[config.mk]
export PLATFORM = sky130hd
export DESIGN_NAME = lzrd_out_stage
export DESIGN_NICKNAME = d
export VERILOG_FILES = /design/src/design/lzrd_pkg.sv /design/src/design/lzrd_out_stage.sv
export SDC_FILE = /design/constraint.sdc
export NUM_CORES = 1
export LEC_CHECK = 0
export BUFFER_PORTS_ARGS = -buffer_cell sky130_fd_sc_hd__buf_2
export CAP_MARGIN = 30
export CORE_AREA = 2 2 39 41
export DETAILED_ROUTE_END_ITERATION = 6
export DIE_AREA = 0 0 41 43
export HOLD_SLACK_MARGIN = 0.06
export PLACE_DENSITY_LB_ADDON = 0.1
export SYNTH_ARGS = -nofsm -noshare
export SYNTH_HDL_FRONTEND = slang
export SYNTH_SLANG_ARGS = --single-unit
[constraint.sdc]
create_clock -name clock -period 0.8 [get_ports clock]
set_input_delay 0.08 -clock clock [delete_from_list [all_inputs] [get_ports clock]]
set_output_delay 0.08 -clock clock [all_outputs]
set_load 0.02 [all_outputs]
[src/design/lzrd_pkg.sv]
// types and constants of the lzss ring decoder
package lzrd_pkg;

   localparam int RING_AW    = 12;
   localparam int RING_DEPTH = 4096;
   localparam logic [RING_AW-1:0] RING_START = 12'd4078;
   localparam logic [4:0] MATCH_BIAS = 5'd3;
   localparam int SIZE_W = 32;

   typedef struct packed {
      logic [7:0] data;
      logic       last;
      logic       overrun;
   } beat_type;

   typedef struct packed {
      logic               wr_en;
      logic [RING_AW-1:0] wr_addr;
      logic [7:0]         wr_data;
      logic               rd_en;
      logic [RING_AW-1:0] rd_addr;
   } ring_req_type;

endpackage

[src/design/lzrd_out_stage.sv]
// output register of the result channel
module lzrd_out_stage
   import lzrd_pkg::*;
(
   input  logic       clock,
   input  logic       reset,
   input  logic       load,
   input  beat_type   beat,
   output logic       ready,
   output logic       rsp_valid,
   input  logic       rsp_stall,
   output logic [7:0] rsp_out_byte,
   output logic       rsp_last,
   output logic       rsp_overrun
);

   logic     valid_ff;
   logic     valid_in;
   beat_type beat_ff;

   assign ready = !valid_ff || !rsp_stall;

   always_comb begin
      valid_in = valid_ff;
      if (load) begin
         valid_in = 1'b1;
      end else if (!rsp_stall) begin
         valid_in = 1'b0;
      end
   end

   always_ff @(posedge clock) begin
      if (reset) begin
         valid_ff <= 1'b0;
      end else begin
         valid_ff <= valid_in;
      end
      if (load) begin
         beat_ff <= beat;
      end
   end

   assign rsp_valid    = valid_ff;
   assign rsp_out_byte = beat_ff.data;
   assign rsp_last     = beat_ff.last;
   assign rsp_overrun  = beat_ff.overrun;

endmodule

== Word-level counts from Yosys, hierarchy flattened ==
Index checks and enable logic that the tools add are counted.
Storage, ports and cells
  flip-flop bits (word level): 11
  latch bits: 0
  RAM bits: 0
  bits in read-only memories: 0
  output and inout bits: 12
  word-level logic and storage cells: 10
  memories: 0
Operators by class
  add/sub/neg operators: 0
  multiply operators: 0
  divide/modulo/power cells: 0
  magnitude comparators: 0
  equal/unequal tests: 1
  shift operators: 0
  muxes and demuxes: 2
  bitwise operators: 0
  reduce and logical (&&, ||, !) cells: 3
Operator list (count)
  $logic_not A1 Y1: 2
  $mux W1: 2
  $ne A2 B2 Y1 const B: 1
  $logic_or A1 B1 Y1: 1

== Longest topological paths before layout ==
  word-level depth: 2
  mapped depth: 2
  gate-level depth less buffers: 2

== Least setup slack after synthesis ==
Ideal clock, no wire load.
  kind: register to output
  start point: reg valid_ff, in the netlist rsp_valid
  end point: out ready
  arrival: 0.624 ns
  slack: 0.096 ns
  stages on the path, launching flop included: 2
  buffers on the path: 0
  path through: dfxtp_1 -> nand2_1
On the way
  word-level cells in the longest chain between the ends: 2
RTL lines
  start, declared: RTL line lzrd_out_stage.sv:17  | logic valid_ff;
  start signal, assigned: RTL line lzrd_out_stage.sv:36  | valid_ff <= valid_in;
  $logic_not A1 Y1: RTL line lzrd_out_stage.sv:21  | assign ready = !valid_ff || !rsp_stall;
  $logic_or A1 B1 Y1: RTL line lzrd_out_stage.sv:21
  end, declared: RTL line lzrd_out_stage.sv:9  | output logic ready,
Every way passes these cells.

== Final worst setup path ==
  start point: reg beat_ff (netlist bit rsp_out_byte[2])
  end point: out rsp_out_byte[2]
RTL lines
  start, declared: RTL line lzrd_out_stage.sv:19  | beat_type beat_ff;
  start signal, assigned: RTL line lzrd_out_stage.sv:39  | beat_ff <= beat;
  end, declared: RTL line lzrd_out_stage.sv:12  | output logic [7:0] rsp_out_byte,
No word-level cell between the ends.

==> summary.txt <==
Outcome
  • Status: finished with violations
  • Failing checks: negative setup slack

Hold path
  • Hold Path Origin: load
  • Worst hold path type: primary input to register

Clock network
  • Clk sinks: 11
  • Clk_lat worst skew: 260 ps
  • Root Driver: clkbuf_4
  • Max Root-Sink Buffers: 2
  • CTS tree: yes
  • CTS clk-pin slew, worst paths: 70 ps
  • CTS HTree Levels: 1
  • Post-CTS Setup Bufs: 0
  • TritonCTS Buffers: 3

Drt
  • Post-route DRC: 0
  • Detailed Routing Iterations Pass 1: 2
  • Vias: 260
  • Routed wire length: 716 µm
  • Initial DRC count: 1
  • Drt via density: 3.66
  • WL/cell: 10.1 µm
  • Post-route ant nets: 0

Worst setup path
  • Critical path's slowest cell: edfxtp_1
  • Endpoint class of the critical path: output port
  • CP required: 720 ps
  • Reg2Reg Setup Slack: 210 ps
  • Crit path largest cell delay: 400 ps
  • Startpoint types: register
  • Crit path cell chain: buf_6
  • Worst Path Max Fanout: 1
  • Crit path arrival time: 800 ps
  • Reg-to-reg startpoint: rsp_valid
  • Largest delay share family, worst path: flip-flops
  • Setup crit start: rsp_out_byte[2]
  • Critical path type: register to output port
  • CP Buf/Inv Count: 1

Timing
  • Final setup viols: 12
  • Setup TNS: -685 ps
  • Hold Vio Cnt, Final: 0
  • Final max-slew violation count: 0
  • Tmin final: 882 ps
  • Period utilization: 1.10
  • RSZ-0062 raised after global routing: yes
  • Relative slew slack: 0.832
  • Achievable Freq: 1130 MHz
  • Skew final: 0 ps
  • Worst setup margin: -82.4 ps
  • Worst Tran Pin Value: 252 ps

Finish
  • Most common cell after layout, fill and taps aside: buf_2
  • Antenna Cells: 0
  • Most frequent cells in the layout: buf_2, dlygate4sd3_1, edfxtp_1
  • Design Area, Final: 691 µm²
  • Number of filler cells placed in the layout: 132
  • Area growth syn-to-layout: 108%
  • Fin nets: 70
  • Layout cell share with drive strength beyond 1: 0.564

Die
  • DIE WIDTH: 41 µm
  • Area of the die: 1760 µm²
  • Core ar.: 1380 µm²
  • Initial Util: 0.241
  • Die height: 43 µm
  • FP Rows: 14
  • I/O pin count: 26

Synth
  • Sequential cell area fraction in the yosys report: 0.962
  • Syn Area/Cell: 23.8 µm²
  • Synth Net Count: 28
  • Register bit total from synthesis: 11
  • Post-Syn Instances: 14
  • Yosys cell types: 5
  • Syn Std Cell Area: 333 µm²
  • Yosys warnings: 0

Power
  • Pwr/cell area: 1870 nW/µm²
  • VDD IR-drop max: 1060 µV
  • Total power draw: 1.29 mW
  • Leak: 0.303 nW

Global routing
  • Congestion Overflow GR: 0
  • GRT Total Usage: 0.0957
  • Initial antenna violation count: 0
  • First-pass GRT wire length: 1040 µm
  • Pin count of the biggest net entering global routing: 12
  • Number of global-route vias before repair: 252

Placement
  • Place WS: 150 ps
  • Buffers added on ports: 25
  • Gpl congestion: 0.555
  • DP Area: 478 µm²

Flow run
  • Max-cap violations: 0
==> area by class of cell <==
| cell class | count | area (µm²) | share of cell area |
|---|---|---|---|
| clock buffer | 4 | 26.3 | 0.0380 |
| tap | 16 | 20.0 | 0.0290 |
| multi-input combinational | 3 | 18.8 | 0.0272 |
| timing repair buffer | 37 | 304 | 0.440 |
| sequential | 11 | 322 | 0.466 |
==> registers in the layout (all words and copies together) (netlist names) <==
register / flops
rsp_valid: 1
rsp_overrun: 1
rsp_last: 1
rsp_out_byte: 8
==> synth_stat cells <==
cell,count,area [µm²]
edfxtp_1,10,300
a21oi_1,1,5.00
dfxtp_1,1,20.0
nand2_1,1,3.75
nor2_1,1,3.75
==> what timing repair did <==
item / 4_1_cts / 5_1_grt
gates resized for setup: 3 / 19
setup endpoints to repair: 12 / 13
hold endpoints to repair: 11 / 0
hold buffers: 12 / 0
==> where the power goes <==
part	switching [mW]	internal, mW
Clock	0.169	0.193
Sequential	0.0182	0.677
Combinational	0.102	0.132
Total	0.289	1.00
==> logic make-up (layout without fill, tap and decap cells) <==
group	after synthesis	count (layout)	synth area share
simple gates	2	2	0.0225
flops	11	11	0.962
buf+inv	0	41	0
compound gates	1	1	0.0150
==> worst paths after layout <==
path | end | depth (start not counted)
worst min register to register | rsp_valid | 2
worst max-delay path | rsp_out_byte[2] | 1
worst min-delay path | rsp_out_byte[2] | 1
worst max register to register | rsp_valid | 2
==> metrics by stage <==
step                hold WS, ps  cells  utilization
floorplan                   152     14            -
global placement            237     55        0.345
detailed placement          250     55        0.345
CTS                         184     71        0.457
global route                200     71        0.499
finish                      199     71        0.499
==> metal layers <==
metal / vias to the layer above / GRT usage / part of all wire
li1: 135 / - / -
met1: 112 / 0.0808 / 0.34
met2: 13 / 0.163 / 0.59
met3: 0 / 0.0471 / 0.070
met4: 0 / 0.0600 / 0
met5: - / 0 / 0
Note: power is estimated with default switching activity, not from simulation.
